## config.mk

```make
export PLATFORM = sky130hd
export DESIGN_NAME = lbs_merge
export DESIGN_NICKNAME = d
export VERILOG_FILES = /design/src/design/lbs_pkg.sv /design/src/design/lbs_merge.sv
export SDC_FILE = /design/constraint.sdc
export NUM_CORES = 2
export LEC_CHECK = 0
export ABC_AREA = 1
export BUFFER_PORTS_ARGS = -buffer_cell sky130_fd_sc_hd__buf_2
export CELL_PAD_IN_SITES_DETAIL_PLACEMENT = 0
export CELL_PAD_IN_SITES_GLOBAL_PLACEMENT = 1
export CORE_ASPECT_RATIO = 0.5
export CORE_MARGIN = 4
export CORE_UTILIZATION = 49
export CTS_BUF_LIST = sky130_fd_sc_hd__clkbuf_8
export DETAILED_ROUTE_END_ITERATION = 16
export PLACE_DENSITY = 0.81
export REMOVE_ABC_BUFFERS = 1
export SYNTH_ARGS = -nofsm -noshare
export SYNTH_HDL_FRONTEND = slang
export SYNTH_SLANG_ARGS = --single-unit
```

## constraint.sdc

```tcl
create_clock -name clk -period 12.6 [get_ports clk]
set_clock_uncertainty 0.1 [all_clocks]
set_input_delay 1.89 -clock clk [delete_from_list [all_inputs] [get_ports clk]]
set_output_delay 1.89 -clock clk [all_outputs]
set_load 0.01 [all_outputs]
```

## src/design/lbs_pkg.sv

```systemverilog
// Shared types and constants for the BAOAB Langevin step core.
// Used by lbs_ctrl, lbs_lane, lbs_merge and langevin_baoab_step_core; depends on nothing.
package lbs_pkg;

  localparam int DATA_W     = 32;
  localparam int NOISE_W    = 16;
  localparam int DECAY_W    = 16;
  localparam int DECAY_BITS = 16;
  // signed working width for products plus rounding and accumulation
  localparam int PROD_W     = 66;
  localparam int SQ_W       = 64;
  // width of half_mass times sum of squares plus rounding
  localparam int KE_W       = 97;
  localparam int CFG_IDX_W  = 3;

  // action codes
  localparam logic [1:0] ACT_START = 2'd0;
  localparam logic [1:0] ACT_STEP  = 2'd1;
  localparam logic [1:0] ACT_CLOSE = 2'd2;

  // configuration register indexes
  localparam logic [CFG_IDX_W-1:0] REG_KICK_SCALE  = 3'd0;
  localparam logic [CFG_IDX_W-1:0] REG_HALF_DT     = 3'd1;
  localparam logic [CFG_IDX_W-1:0] REG_DECAY       = 3'd2;
  localparam logic [CFG_IDX_W-1:0] REG_NOISE_SCALE = 3'd3;
  localparam logic [CFG_IDX_W-1:0] REG_HALF_MASS   = 3'd4;
  localparam logic [CFG_IDX_W-1:0] REG_START_X     = 3'd5;
  localparam logic [CFG_IDX_W-1:0] REG_START_Y     = 3'd6;
  localparam logic [CFG_IDX_W-1:0] REG_START_Z     = 3'd7;

  // configuration reset values
  localparam logic [DATA_W-1:0]  RST_KICK_SCALE  = 32'd1365;
  localparam logic [DATA_W-1:0]  RST_HALF_DT     = 32'd16384;
  localparam logic [DECAY_W-1:0] RST_DECAY       = 16'd442;
  localparam logic [DATA_W-1:0]  RST_NOISE_SCALE = 32'd14603;
  localparam logic [DATA_W-1:0]  RST_HALF_MASS   = 32'd393216;
  localparam logic [DATA_W-1:0]  RST_START_X     = 32'hFFFB_0000;
  localparam logic [DATA_W-1:0]  RST_START_Y     = 32'hFFFB_0000;
  localparam logic [DATA_W-1:0]  RST_START_Z     = 32'h0000_0000;

  typedef struct packed {
    logic [1:0]                 action;
    logic signed [DATA_W-1:0]   start_vel_x;
    logic signed [DATA_W-1:0]   start_vel_y;
    logic signed [DATA_W-1:0]   start_vel_z;
    logic signed [DATA_W-1:0]   force_x;
    logic signed [DATA_W-1:0]   force_y;
    logic signed [DATA_W-1:0]   force_z;
    logic signed [NOISE_W-1:0]  noise_x;
    logic signed [NOISE_W-1:0]  noise_y;
    logic signed [NOISE_W-1:0]  noise_z;
  } in_item_t;

  typedef struct packed {
    logic signed [DATA_W-1:0] pos_x;
    logic signed [DATA_W-1:0] pos_y;
    logic signed [DATA_W-1:0] pos_z;
    logic signed [DATA_W-1:0] vel_x;
    logic signed [DATA_W-1:0] vel_y;
    logic signed [DATA_W-1:0] vel_z;
    logic [DATA_W-1:0]        kinetic_energy;
  } out_item_t;

  // per-axis lane operations
  typedef enum logic [3:0] {
    LOP_NONE,
    LOP_LOAD,
    LOP_CAPTURE,
    LOP_KICK_MUL,
    LOP_KICK_ACC,
    LOP_DRIFT_MUL,
    LOP_DRIFT_ACC,
    LOP_THERM_MUL,
    LOP_THERM_ACC,
    LOP_SQ_MUL
  } lane_op_t;

  // kinetic energy merge operations
  typedef enum logic [1:0] {
    MOP_NONE,
    MOP_SUM,
    MOP_MUL_LO,
    MOP_MUL_HI
  } merge_op_t;

  typedef enum logic [4:0] {
    S_IDLE,
    S_LOAD,
    S_PK_MUL,
    S_PK_ACC,
    S_CAPTURE,
    S_K_MUL,
    S_K_ACC,
    S_D1_MUL,
    S_D1_ACC,
    S_T_MUL,
    S_T_ACC,
    S_D2_MUL,
    S_D2_ACC,
    S_SQ,
    S_SUM,
    S_KE_LO,
    S_KE_HI,
    S_FIN
  } ctrl_state_t;

  typedef struct packed {
    lane_op_t  lane_op;
    merge_op_t merge_op;
    logic      out_load;
  } lbs_ctrl_t;

  // clamp a wide signed value to the signed 32-bit range
  function automatic logic signed [DATA_W-1:0] sat32(input logic signed [PROD_W-1:0] val);
    if ((&val[PROD_W-1:DATA_W-1]) || (~|val[PROD_W-1:DATA_W-1]))
      return val[DATA_W-1:0];
    else if (val[PROD_W-1])
      return {1'b1, {(DATA_W-1){1'b0}}};
    else
      return {1'b0, {(DATA_W-1){1'b1}}};
  endfunction

endpackage

```

## src/design/lbs_merge.sv

```systemverilog
// Merge stage: sums the three lane squares and scales by half_mass into a
// rounded, saturated kinetic energy. Depends on lbs_pkg.
module lbs_merge #(
  parameter int FRAC_BITS = 16
) (
  input  logic                          clk,
  input  lbs_pkg::merge_op_t            op,
  input  logic [lbs_pkg::DATA_W-1:0]    half_mass,
  input  logic [lbs_pkg::SQ_W-1:0]      sq_x,
  input  logic [lbs_pkg::SQ_W-1:0]      sq_y,
  input  logic [lbs_pkg::SQ_W-1:0]      sq_z,
  output logic [lbs_pkg::DATA_W-1:0]    ke
);

  localparam int DW       = lbs_pkg::DATA_W;
  localparam int KW       = lbs_pkg::KE_W;
  localparam int KE_SHIFT = 2 * FRAC_BITS;
  localparam logic [KW-1:0] KE_HALF = {{(KW-1){1'b0}}, 1'b1} << (KE_SHIFT - 1);

  logic [lbs_pkg::SQ_W-1:0] acc, p_lo, p_hi, mul_p;
  logic [DW-1:0]            mul_x;
  logic [KW-1:0]            total, scaled;

  // one 32x32 multiplier, used for the low and high halves in turn
  assign mul_x = (op == lbs_pkg::MOP_MUL_HI) ? acc[2*DW-1:DW] : acc[DW-1:0];
  assign mul_p = mul_x * half_mass;

  always_ff @(posedge clk) begin
    case (op)
      lbs_pkg::MOP_SUM:    acc  <= sq_x + sq_y + sq_z;
      lbs_pkg::MOP_MUL_LO: p_lo <= mul_p;
      lbs_pkg::MOP_MUL_HI: p_hi <= mul_p;
      default:             acc  <= acc;
    endcase
  end

  // recombine halves, round half up, saturate to 32 bits
  assign total  = KW'(p_lo) + (KW'(p_hi) << DW) + KE_HALF;
  assign scaled = total >> KE_SHIFT;
  assign ke     = (|scaled[KW-1:DW]) ? {DW{1'b1}} : scaled[DW-1:0];

endmodule

```

==> impl.org <==
** Timing
- Setup violations remaining at the end of the flow were counted as 0.
- At the pin with the least slew margin, the transition time is 1.39 ns.
- Of the available clock period, the critical path in the final layout requires 87.3%.
- Fin. max-slew vios :: 0
- For the finished layout, the period the worst path requires is 11.00 ns.
- Final worst setup slack :: 1.60 ns
- In the final timing run, aggregate negative setup slack is 0 ns.
- Based on the critical path, the design can be clocked at up to 90.9 MHz.
- Setup repair after global routing left no endpoint under its margin.
- Headroom to the max-slew limit :: 7.05%
- The hold violation total from the final report is 0.

** Finish
- Footprint of the flip-flops and latches :: 0.00483 mm2
- Area growth syn-to-layout :: 7.02%
- In the final layout, the multi-input gates occupy 0.0370 mm2.
- Number of nets in the finished design :: 7,611
- Most common library cell in the layout ignoring fill and taps :: inv_1
- Fill cells in the final layout number 9,293.
- Fraction of layout cells with a size suffix above 1 :: 7.40%
- The top cell types in the final layout, fill and taps aside, are inv_1 (1,282), nand2_1 (1,109), fa_1 (961).

** Placement
- Estimated wirelength of the detail-placed design :: 153,000 um
- Before CTS, the worst setup slack after placement is 1.09 ns.
- Buffers placed on the I/O ports in this run total 258.
- Placer congestion estimate :: 1.02

** Global route
- For this run, the total global-route usage over all layers was measured as 36.4%.
- Vias in the first global route :: 42,793
- Initial antenna violation count :: 6
- Entering global routing, the biggest net connects 65 pins.
- After global routing the overflow that remains totals 0.
- Wire length of the first global-routing pass :: 270,000 um

** Yosys
- After synthesis the netlist holds a flip-flop and latch count of 161.
- Post-synth EDFFs :: 161
- In the post-synthesis netlist, the biggest area contributors are fa_1 (41%), edfxtp_1 (10%), inv_1 (10%).
- The synthesized netlist occupies a cell area of 0.0473 mm2.
- Synthesized-area fraction occupied by ao, oa, aoi and oai cells :: 5.40%
- Fraction of the yosys area taken by sequential cells :: 10.2%
- Yosys cell types :: 43
- The share of synthesized area in the top cell type comes to 40.7%.
- XOR/XNOR share of the synthesized area :: 2.80%
- During synthesis, Yosys emitted a total of 0 warnings.
- After synthesis, the share of flip-flops with an asynchronous set or reset is 0%.
- For this run, the leading register cell type out of synthesis is edfxtp_1.
- The cell count after synthesis came out at 5,888.
- Most area-hungry cell type in the Yosys netlist :: fa_1
- Adder and majority gate portion of the synthesized area :: 50.1%
- The average instance in the mapped netlist occupies 8.03 um2.
- After synthesis, the largest family of logic cells by area is adder cells.
- In the synthesized netlist, mux cells make up 0% of the area.
- Of the total synthesized cell area, the portion taken by AND, OR, NAND and NOR gates is 19.6%.

** Critical path
- Across all register-to-register paths, the minimum setup slack is 3.45 ns.
- Slowest cell on the critical path :: o21ai_0
- At the worst endpoint, the required time is 12.80 ns.
- Maximum fanout count along the critical path :: 33
- Cell mode on critical path :: fa_1
- Data arrives at the worst endpoint at 11.19 ns.
- The worst setup path is of the in -> reg kind.
- STA classifies the critical path endpoint as a register.
- The worst setup path is launched from a primary input.
- The largest single stage delay on the critical path is 0.65 ns.

** Detailed routing
- Number of vias after detailed routing :: 40,736
- In this run the remaining antenna-violating nets after routing total 0.
- Iteration count of the initial detailed-routing pass :: 6
- Number of vias per cell :: 5.54
- In this run, the number of DRC markers left after iteration 0 of detailed routing was 3,514.
- Per-cell routed wire length :: 24.8 um
- The final layout contains routed wiring with a total length of 183,000 um.
- Total DRC errors in the routed layout :: 0

** Clock network
- Clock Sink Count :: 161
- Clock buffers created by TritonCTS :: 17
- At the later pin of the worst-skew pair, clock insertion delay measures 0.60 ns.
- Gates resized during post-CTS repair numbered 0.
- Clock tree synthesis selected as its root buffer the cell clkbuf_8.
- The H-tree was split into 4 levels.
- Longest Clk Path Bufs :: 2
- After clock tree synthesis, the clock-pin slew on the worst setup and hold paths is 0.10 ns.
- Postcts setup bufs :: 0
- TritonCTS built the clock tree.
- Hold-fix buffers at CTS :: 0

** Run
- The tool flagged a number of max-cap violations equal to 0.

** Outcome
- Result of the run :: finished, final reports clean

** Die
- In this run the vertical extent of the chip is 228 um.
- In this run the count of I/O pins placed on the die edge is 259.
- Width of the die :: 447 um
- Std-Cell Rows :: 80
- The region available for standard cell placement spans 0.0955 mm2.
- The floorplan step defined a die boundary enclosing 0.102 mm2.
- Starting density of the core :: 49.5%

** Hold path
- Hold crit path type :: reg -> reg
cell type report:
class | count | area share, %
diodes | 3 | 0.0148
clock buffers | 17 | 0.462
clock inverters | 15 | 0.368
inverters | 1302 | 9.66
multi-input cells | 4247 | 73.1
flip-flops and latches | 161 | 9.55
well taps | 1271 | 3.14
repair buffers | 337 | 3.72
metal layers:
layer  vias up  wire length (um)  track usage (%)
met1     20282             70600             46.4
met4         2              8480             14.1
met5         -                15                0
met3       361             21700             12.3
met2      2115             81700             58.1
li1      17976                 -                -
synth_stat cells (all sizes together), types with 2 or more instances:
| cell type | n |
|---|---|
| nand4 | 28 |
| nor4 | 21 |
| inv | 1284 |
| a21o | 26 |
| xnor2 | 73 |
| o31a | 2 |
| buf | 11 |
| a21boi | 8 |
| nor2 | 922 |
| clkbuf | 167 |
| fa | 961 |
| ha | 357 |
| o21a | 16 |
| a21oi | 186 |
| or2 | 33 |
| nand2 | 1118 |
| o2111ai | 5 |
| xor2 | 78 |
| nor3 | 24 |
| nand3 | 164 |
| nand3b | 9 |
| clkinv | 18 |
| edfxtp | 161 |
| o21bai | 16 |
| o21ai | 147 |
| o211ai | 5 |
| a31oi | 40 |
cell families (layout without fill, tap and decap cells):
| family | Yosys count | after routing |
|---|---|---|
| xor gates and xnor gates | 151 | 151 |
| and+or+nand+nor | 2322 | 2322 |
| AOI/OAI and AO/OA | 456 | 456 |
| other | 0 | 3 |
| DFF | 161 | 161 |
| adders and majority gates | 1318 | 1318 |
| buffers and inverters | 1480 | 1671 |
stage by stage:
stage | hold WS, ns | instance area, um2 | cells | utilization (%)
after floorplan | 0.861 | 46600 | 5710 | -
after global routing | 1.01 | 50600 | 7351 | 53.0
after global placement | 0.968 | 50200 | 7318 | 52.5
after detailed placement | 0.936 | 50200 | 7318 | 52.5
final | 0.992 | 50600 | 7353 | 53.0
after CTS | 0.952 | 50600 | 7350 | 53.0
worst max-delay path: cells and delay by family:
kind            cells  cell delay [ns]
compound gates      3             1.01
xor+xnor            1             0.44
fa+ha+maj           9             4.13
buf+inv             8             1.74
simple gates       10             1.91
worst paths after layout:
| path | to | cells past startpoint | startpoint |
|---|---|---|---|
| max reg2reg | p_lo[45]$_DFFE_PN_ | 24 | acc[46]$_DFFE_PN_ |
| max | p_lo[45]$_DFFE_PN_ | 31 | op[1] |
| min | p_hi[0]$_DFFE_PP_ | 3 | acc[32]$_DFFE_PN_ |
| min reg2reg | p_hi[0]$_DFFE_PP_ | 3 | acc[32]$_DFFE_PN_ |
flip-flops by register name (all words and copies together) (netlist names):
signal  cells
acc        64
p_lo       33
p_hi       64
Power is not shown: default switching activity piles up to over one toggle a cycle in this logic, so the estimate is an artifact.
