$ cat config.mk
export PLATFORM = sky130hd
export DESIGN_NAME = lbs_ctrl
export DESIGN_NICKNAME = d
export VERILOG_FILES = /design/src/design/lbs_pkg.sv /design/src/design/lbs_ctrl.sv
export SDC_FILE = /design/constraint.sdc
export NUM_CORES = 1
export LEC_CHECK = 0
export ABC_CLOCK_PERIOD_IN_PS = 1200
export BUFFER_PORTS_ARGS = -buffer_cell sky130_fd_sc_hd__buf_2
export CAP_MARGIN = 20
export CELL_PAD_IN_SITES_DETAIL_PLACEMENT = 1
export CELL_PAD_IN_SITES_GLOBAL_PLACEMENT = 1
export CORE_MARGIN = 2
export CORE_UTILIZATION = 32
export CTS_BUF_LIST = sky130_fd_sc_hd__clkbuf_8 sky130_fd_sc_hd__clkbuf_16
export DETAILED_ROUTE_END_ITERATION = 16
export PLACE_DENSITY_LB_ADDON = 0.1
export REMOVE_ABC_BUFFERS = 1
export SLEW_MARGIN = 40
export SYNTH_ARGS = -nofsm -noshare
export SYNTH_HDL_FRONTEND = slang
export SYNTH_SLANG_ARGS = --single-unit
$ cat constraint.sdc
create_clock -name clk -period 1.2 [get_ports clk]
set_input_delay 0.18 -clock clk [delete_from_list [all_inputs] [get_ports clk]]
set_output_delay 0.18 -clock clk [all_outputs]
set_load 0.01 [all_outputs]
$ cat src/design/lbs_pkg.sv
// Shared types and constants for the BAOAB Langevin step core.
// Used by lbs_ctrl, lbs_lane, lbs_merge and langevin_baoab_step_core; depends on nothing.
package lbs_pkg;

  localparam int DATA_W     = 32;
  localparam int NOISE_W    = 16;
  localparam int DECAY_W    = 16;
  localparam int DECAY_BITS = 16;
  // signed working width for products plus rounding and accumulation
  localparam int PROD_W     = 66;
  localparam int SQ_W       = 64;
  // width of half_mass times sum of squares plus rounding
  localparam int KE_W       = 97;
  localparam int CFG_IDX_W  = 3;

  // action codes
  localparam logic [1:0] ACT_START = 2'd0;
  localparam logic [1:0] ACT_STEP  = 2'd1;
  localparam logic [1:0] ACT_CLOSE = 2'd2;

  // configuration register indexes
  localparam logic [CFG_IDX_W-1:0] REG_KICK_SCALE  = 3'd0;
  localparam logic [CFG_IDX_W-1:0] REG_HALF_DT     = 3'd1;
  localparam logic [CFG_IDX_W-1:0] REG_DECAY       = 3'd2;
  localparam logic [CFG_IDX_W-1:0] REG_NOISE_SCALE = 3'd3;
  localparam logic [CFG_IDX_W-1:0] REG_HALF_MASS   = 3'd4;
  localparam logic [CFG_IDX_W-1:0] REG_START_X     = 3'd5;
  localparam logic [CFG_IDX_W-1:0] REG_START_Y     = 3'd6;
  localparam logic [CFG_IDX_W-1:0] REG_START_Z     = 3'd7;

  // configuration reset values
  localparam logic [DATA_W-1:0]  RST_KICK_SCALE  = 32'd1365;
  localparam logic [DATA_W-1:0]  RST_HALF_DT     = 32'd16384;
  localparam logic [DECAY_W-1:0] RST_DECAY       = 16'd442;
  localparam logic [DATA_W-1:0]  RST_NOISE_SCALE = 32'd14603;
  localparam logic [DATA_W-1:0]  RST_HALF_MASS   = 32'd393216;
  localparam logic [DATA_W-1:0]  RST_START_X     = 32'hFFFB_0000;
  localparam logic [DATA_W-1:0]  RST_START_Y     = 32'hFFFB_0000;
  localparam logic [DATA_W-1:0]  RST_START_Z     = 32'h0000_0000;

  typedef struct packed {
    logic [1:0]                 action;
    logic signed [DATA_W-1:0]   start_vel_x;
    logic signed [DATA_W-1:0]   start_vel_y;
    logic signed [DATA_W-1:0]   start_vel_z;
    logic signed [DATA_W-1:0]   force_x;
    logic signed [DATA_W-1:0]   force_y;
    logic signed [DATA_W-1:0]   force_z;
    logic signed [NOISE_W-1:0]  noise_x;
    logic signed [NOISE_W-1:0]  noise_y;
    logic signed [NOISE_W-1:0]  noise_z;
  } in_item_t;

  typedef struct packed {
    logic signed [DATA_W-1:0] pos_x;
    logic signed [DATA_W-1:0] pos_y;
    logic signed [DATA_W-1:0] pos_z;
    logic signed [DATA_W-1:0] vel_x;
    logic signed [DATA_W-1:0] vel_y;
    logic signed [DATA_W-1:0] vel_z;
    logic [DATA_W-1:0]        kinetic_energy;
  } out_item_t;

  // per-axis lane operations
  typedef enum logic [3:0] {
    LOP_NONE,
    LOP_LOAD,
    LOP_CAPTURE,
    LOP_KICK_MUL,
    LOP_KICK_ACC,
    LOP_DRIFT_MUL,
    LOP_DRIFT_ACC,
    LOP_THERM_MUL,
    LOP_THERM_ACC,
    LOP_SQ_MUL
  } lane_op_t;

  // kinetic energy merge operations
  typedef enum logic [1:0] {
    MOP_NONE,
    MOP_SUM,
    MOP_MUL_LO,
    MOP_MUL_HI
  } merge_op_t;

  typedef enum logic [4:0] {
    S_IDLE,
    S_LOAD,
    S_PK_MUL,
    S_PK_ACC,
    S_CAPTURE,
    S_K_MUL,
    S_K_ACC,
    S_D1_MUL,
    S_D1_ACC,
    S_T_MUL,
    S_T_ACC,
    S_D2_MUL,
    S_D2_ACC,
    S_SQ,
    S_SUM,
    S_KE_LO,
    S_KE_HI,
    S_FIN
  } ctrl_state_t;

  typedef struct packed {
    lane_op_t  lane_op;
    merge_op_t merge_op;
    logic      out_load;
  } lbs_ctrl_t;

  // clamp a wide signed value to the signed 32-bit range
  function automatic logic signed [DATA_W-1:0] sat32(input logic signed [PROD_W-1:0] val);
    if ((&val[PROD_W-1:DATA_W-1]) || (~|val[PROD_W-1:DATA_W-1]))
      return val[DATA_W-1:0];
    else if (val[PROD_W-1])
      return {1'b1, {(DATA_W-1){1'b0}}};
    else
      return {1'b0, {(DATA_W-1){1'b1}}};
  endfunction

endpackage

$ cat src/design/lbs_ctrl.sv
// Sequencer for the BAOAB step core: walks one word through kick, drift,
// thermostat and kinetic energy steps. Depends on lbs_pkg.
module lbs_ctrl (
  input  logic              clk,
  input  logic              rst,
  input  logic              item_valid,
  input  logic [1:0]        action,
  input  logic              result_valid,
  input  logic              result_ready,
  output logic              item_ready,
  output lbs_pkg::lbs_ctrl_t ctl
);

  lbs_pkg::ctrl_state_t state, state_next;
  logic                 kick_pending;
  logic [1:0]           act;
  logic                 accept;
  logic                 out_free;

  assign item_ready = (state == lbs_pkg::S_IDLE);
  assign accept     = item_valid && item_ready;
  assign out_free   = !result_valid || result_ready;

  // state, pending half kick and held action
  always_ff @(posedge clk) begin
    if (rst) begin
      state        <= lbs_pkg::S_IDLE;
      kick_pending <= 1'b0;
      act          <= lbs_pkg::ACT_START;
    end else begin
      state <= state_next;
      if (accept) begin
        act <= action;
        case (action)
          lbs_pkg::ACT_START: kick_pending <= 1'b0;
          lbs_pkg::ACT_STEP:  kick_pending <= 1'b1;
          lbs_pkg::ACT_CLOSE: kick_pending <= 1'b0;
          default:            kick_pending <= kick_pending;
        endcase
      end
    end
  end

  // next state
  always_comb begin
    state_next = state;
    case (state)
      lbs_pkg::S_IDLE: begin
        if (accept) begin
          if (action == lbs_pkg::ACT_START)
            state_next = lbs_pkg::S_LOAD;
          else if ((action == lbs_pkg::ACT_STEP || action == lbs_pkg::ACT_CLOSE) && kick_pending)
            state_next = lbs_pkg::S_PK_MUL;
          else
            state_next = lbs_pkg::S_CAPTURE;
        end
      end
      lbs_pkg::S_LOAD:    state_next = lbs_pkg::S_CAPTURE;
      lbs_pkg::S_PK_MUL:  state_next = lbs_pkg::S_PK_ACC;
      lbs_pkg::S_PK_ACC:  state_next = lbs_pkg::S_CAPTURE;
      lbs_pkg::S_CAPTURE: begin
        state_next = (act == lbs_pkg::ACT_STEP) ? lbs_pkg::S_K_MUL : lbs_pkg::S_SQ;
      end
      lbs_pkg::S_K_MUL:   state_next = lbs_pkg::S_K_ACC;
      lbs_pkg::S_K_ACC:   state_next = lbs_pkg::S_D1_MUL;
      lbs_pkg::S_D1_MUL:  state_next = lbs_pkg::S_D1_ACC;
      lbs_pkg::S_D1_ACC:  state_next = lbs_pkg::S_T_MUL;
      lbs_pkg::S_T_MUL:   state_next = lbs_pkg::S_T_ACC;
      lbs_pkg::S_T_ACC:   state_next = lbs_pkg::S_D2_MUL;
      lbs_pkg::S_D2_MUL:  state_next = lbs_pkg::S_D2_ACC;
      lbs_pkg::S_D2_ACC:  state_next = lbs_pkg::S_SQ;
      lbs_pkg::S_SQ:      state_next = lbs_pkg::S_SUM;
      lbs_pkg::S_SUM:     state_next = lbs_pkg::S_KE_LO;
      lbs_pkg::S_KE_LO:   state_next = lbs_pkg::S_KE_HI;
      lbs_pkg::S_KE_HI:   state_next = lbs_pkg::S_FIN;
      lbs_pkg::S_FIN: begin
        if (out_free)
          state_next = lbs_pkg::S_IDLE;
      end
      default:            state_next = lbs_pkg::S_IDLE;
    endcase
  end

  // datapath commands
  always_comb begin
    ctl.lane_op  = lbs_pkg::LOP_NONE;
    ctl.merge_op = lbs_pkg::MOP_NONE;
    ctl.out_load = 1'b0;
    case (state)
      lbs_pkg::S_LOAD:    ctl.lane_op = lbs_pkg::LOP_LOAD;
      lbs_pkg::S_PK_MUL:  ctl.lane_op = lbs_pkg::LOP_KICK_MUL;
      lbs_pkg::S_PK_ACC:  ctl.lane_op = lbs_pkg::LOP_KICK_ACC;
      lbs_pkg::S_CAPTURE: ctl.lane_op = lbs_pkg::LOP_CAPTURE;
      lbs_pkg::S_K_MUL:   ctl.lane_op = lbs_pkg::LOP_KICK_MUL;
      lbs_pkg::S_K_ACC:   ctl.lane_op = lbs_pkg::LOP_KICK_ACC;
      lbs_pkg::S_D1_MUL:  ctl.lane_op = lbs_pkg::LOP_DRIFT_MUL;
      lbs_pkg::S_D1_ACC:  ctl.lane_op = lbs_pkg::LOP_DRIFT_ACC;
      lbs_pkg::S_T_MUL:   ctl.lane_op = lbs_pkg::LOP_THERM_MUL;
      lbs_pkg::S_T_ACC:   ctl.lane_op = lbs_pkg::LOP_THERM_ACC;
      lbs_pkg::S_D2_MUL:  ctl.lane_op = lbs_pkg::LOP_DRIFT_MUL;
      lbs_pkg::S_D2_ACC:  ctl.lane_op = lbs_pkg::LOP_DRIFT_ACC;
      lbs_pkg::S_SQ:      ctl.lane_op = lbs_pkg::LOP_SQ_MUL;
      lbs_pkg::S_SUM:     ctl.merge_op = lbs_pkg::MOP_SUM;
      lbs_pkg::S_KE_LO:   ctl.merge_op = lbs_pkg::MOP_MUL_LO;
      lbs_pkg::S_KE_HI:   ctl.merge_op = lbs_pkg::MOP_MUL_HI;
      lbs_pkg::S_FIN:     ctl.out_load = out_free;
      default:            ctl.lane_op = lbs_pkg::LOP_NONE;
    endcase
  end

endmodule

==> results.ini <==
[status]
status=finished, violations left
violations=setup timing

[cells_and_area]
n_antenna_cell=0
syn_to_final_growth_pct=90.7
stdcell_area_um2=1180
drive_above_1_share=0.651
fin_nets=138

[route]
drt_iter0_drc=8
ant_nets=0
drtPass1Iterations=4
drc=0
wl_per_cell_um=19.7
drt-vias-per-instance=5.46
vias=824
totalWireLength_um=2980

[power_and_ir_drop]
vdd_drop_max_uv=1670
powerDensity_nw_per_um2=2450
p_leak_nw=0.544
power_w=0.00290

[critical_path]
critPathMaxStageDelay_ns=0.37
ff2ff_setup_slack_ns=-0.28
cp_cell_sequence=buf_4 > o32a_1 > nor2_1 > buf_2
critical_path.slowest_cell=dfxtp_4
cp_data_arrival_time_ns=1.40
cp_max_fo=5
crit_type=flip-flop to output pin
crit_path_start_kind=flip-flop
cp-end-kind=output pin
critPathRequiredTime_ns=1.02

[global_route]
grt_pass1_vias=733
groute.usage.overall=0.199
grt_start_max_net_pins=11
grt_antenna_before_repair=0
grt-ovfl-total=0
grt_pass1_wl_um=3110

[timing]
rsz0062_at_grt=yes
relSlewSlack=0.806
tightest_slew_ns=0.291
drv_slew=0
hold_viol_final=0
fin_ws_ns=-0.380
max_freq_mhz=633
fin_crit_sh=1.32
finClkSkew_ns=0.000861
setup_violations=16
whs_ns=0.226
fin_crit_ns=1.58

[clocking]
ctsHoldBuffers=0
cts.clk_slew.worst_paths_ns=0.04
cts_made_buffers=3
clock-sinks=8
tritoncts=done
cts_root_buffer=clkbuf_8
h-tree-depth=1
clk_latency_ns=0.23
clock_path_buffers=2

[logic_synthesis]
avgSynthCellArea_um2=7.48
synth_cell_types=35
synthTopCellsByArea=dfxtp_1 (26%), ha_1 (6.0%), a21oi_1 (4.8%)
synth_warnings=0
synth_cells=83
syn_area_um2=621
synth_ff_type=dfxtp_1
ys_seq_area_frac=0.258
ys_seq_elements=8
yosysTopAreaCellShare=0.258
yosysTopAreaCell=dfxtp_1
synthArstFlopShare=0
synth-edff-count=0

[floorplanning]
core_area_um2=1780
die_h_um=48.0
io_pins=15
die_w_um=48.0
start_util=0.348
rows=15
die_area_um2=2310

[run]
cap_violations=0

[place]
routabilityCongestion=0.822
detailed_place_hpwl_um=1400
port_buffers=14
dpl-instance-area_um2=885

[worst_hold_path]
hold_path_class=input port to flip-flop

[cell usage in the layout (no fill, tap or decap), drive strengths merged, types with 2 or more instances in the layout]
| master | Yosys | final |
|---|---|---|
| a21boi | 2 | 2 |
| a21oi | 6 | 6 |
| a31oi | 2 | 2 |
| and3 | 2 | 2 |
| buf | 3 | 45 |
| clkbuf | 2 | 3 |
| dfxtp | 8 | 8 |
| ha | 3 | 3 |
| inv | 6 | 6 |
| mux2i | 2 | 2 |
| nand2 | 8 | 8 |
| nand2b | 2 | 2 |
| nand3 | 3 | 3 |
| nor2 | 8 | 8 |
| nor3 | 4 | 4 |
| o211ai | 2 | 2 |
| o21a | 3 | 3 |
| o21ai | 3 | 3 |
[final timing paths]
kind / startpoint / endpoint / cells past startpoint
worst max-delay path: state[3]$_SDFFE_PP0P_ / ctl[4] / 4
worst min-delay path: rst / state[0]$_SDFFE_PP0P_ / 2
worst max register to register: state[2]$_SDFFE_PP0P_ / kick_pending$_SDFFE_PP0P_ / 5
worst min register to register: kick_pending$_SDFFE_PP0P_ / kick_pending$_SDFFE_PP0P_ / 2
[flip-flops by register name, summed over array words and instances (netlist names)]
register      flops
state             5
kick_pending      1
act               2
[per-layer routing]
| layer | share of wire | track usage | vias to the layer above | wire length (µm) |
|---|---|---|---|---|
| li1 | - | - | 386 | - |
| met1 | 0.40 | 0.238 | 399 | 1190 |
| met2 | 0.52 | 0.339 | 24 | 1540 |
| met3 | 0.035 | 0.0453 | 15 | 105 |
| met4 | 0.046 | 0.0811 | 0 | 136 |
| met5 | 0 | 0 | - | 0 |
[per-stage QoR]
stage,util,std cells,worst slack (ns),setup TNS [ns]
floorplan,-,78,-0.216,-1.04
global placement,0.496,140,-0.208,-1.20
detailed placement,0.496,140,-0.189,-1.49
CTS,0.560,146,-0.260,-2.18
global route,0.664,151,-0.448,-4.28
finish,0.664,151,-0.380,-3.23
[what timing repair did]
| item | in CTS | in global routing |
|---|---|---|
| pin swaps | 4 | 13 |
| hold endpoints to repair | 0 | 0 |
| endpoints found under the setup margin | 16 | 16 |
| setup buffers | 3 | 5 |
| gates resized for setup | 21 | 37 |
[synthesized netlist by cell type (3+ instances only)]
library cell	n
buf_2	3
a21oi_1	6
nor3_1	3
inv_1	6
dfxtp_1	8
nand2_1	8
o21a_1	3
o21ai_0	3
ha_1	3
nor2_1	7
[layout make-up]
cell class	count	area, µm²
clock buffers	3	41.3
fillers	202	599
flip-flops and latches	8	176
repair buffers	45	363
multi-input cells	64	547
well taps	25	31.3
inverters	6	25.0
[worst max-delay path, delay by kind of cell (launching register included)]
family          cells  cell delay [ns]
buf+inv             2             0.32
compound gates      1             0.34
simple gates        1             0.14
flops               1             0.37
[kinds of logic after synthesis]
family,after synthesis,synth area share
fa+ha+maj,3,0.0605
mux,2,0.0323
buf+inv,11,0.0726
simple gates,33,0.294
compound gates,26,0.282
flops,8,0.258
[power by group]
part           leakage, nW  switching, W  total (W)  internal (W)
Combinational        0.453      0.000984    0.00205       0.00107
Sequential          0.0688      0.000138   0.000507      0.000368
Clock               0.0216      0.000118   0.000336      0.000218
Note: power is estimated with default switching activity, not from simulation.
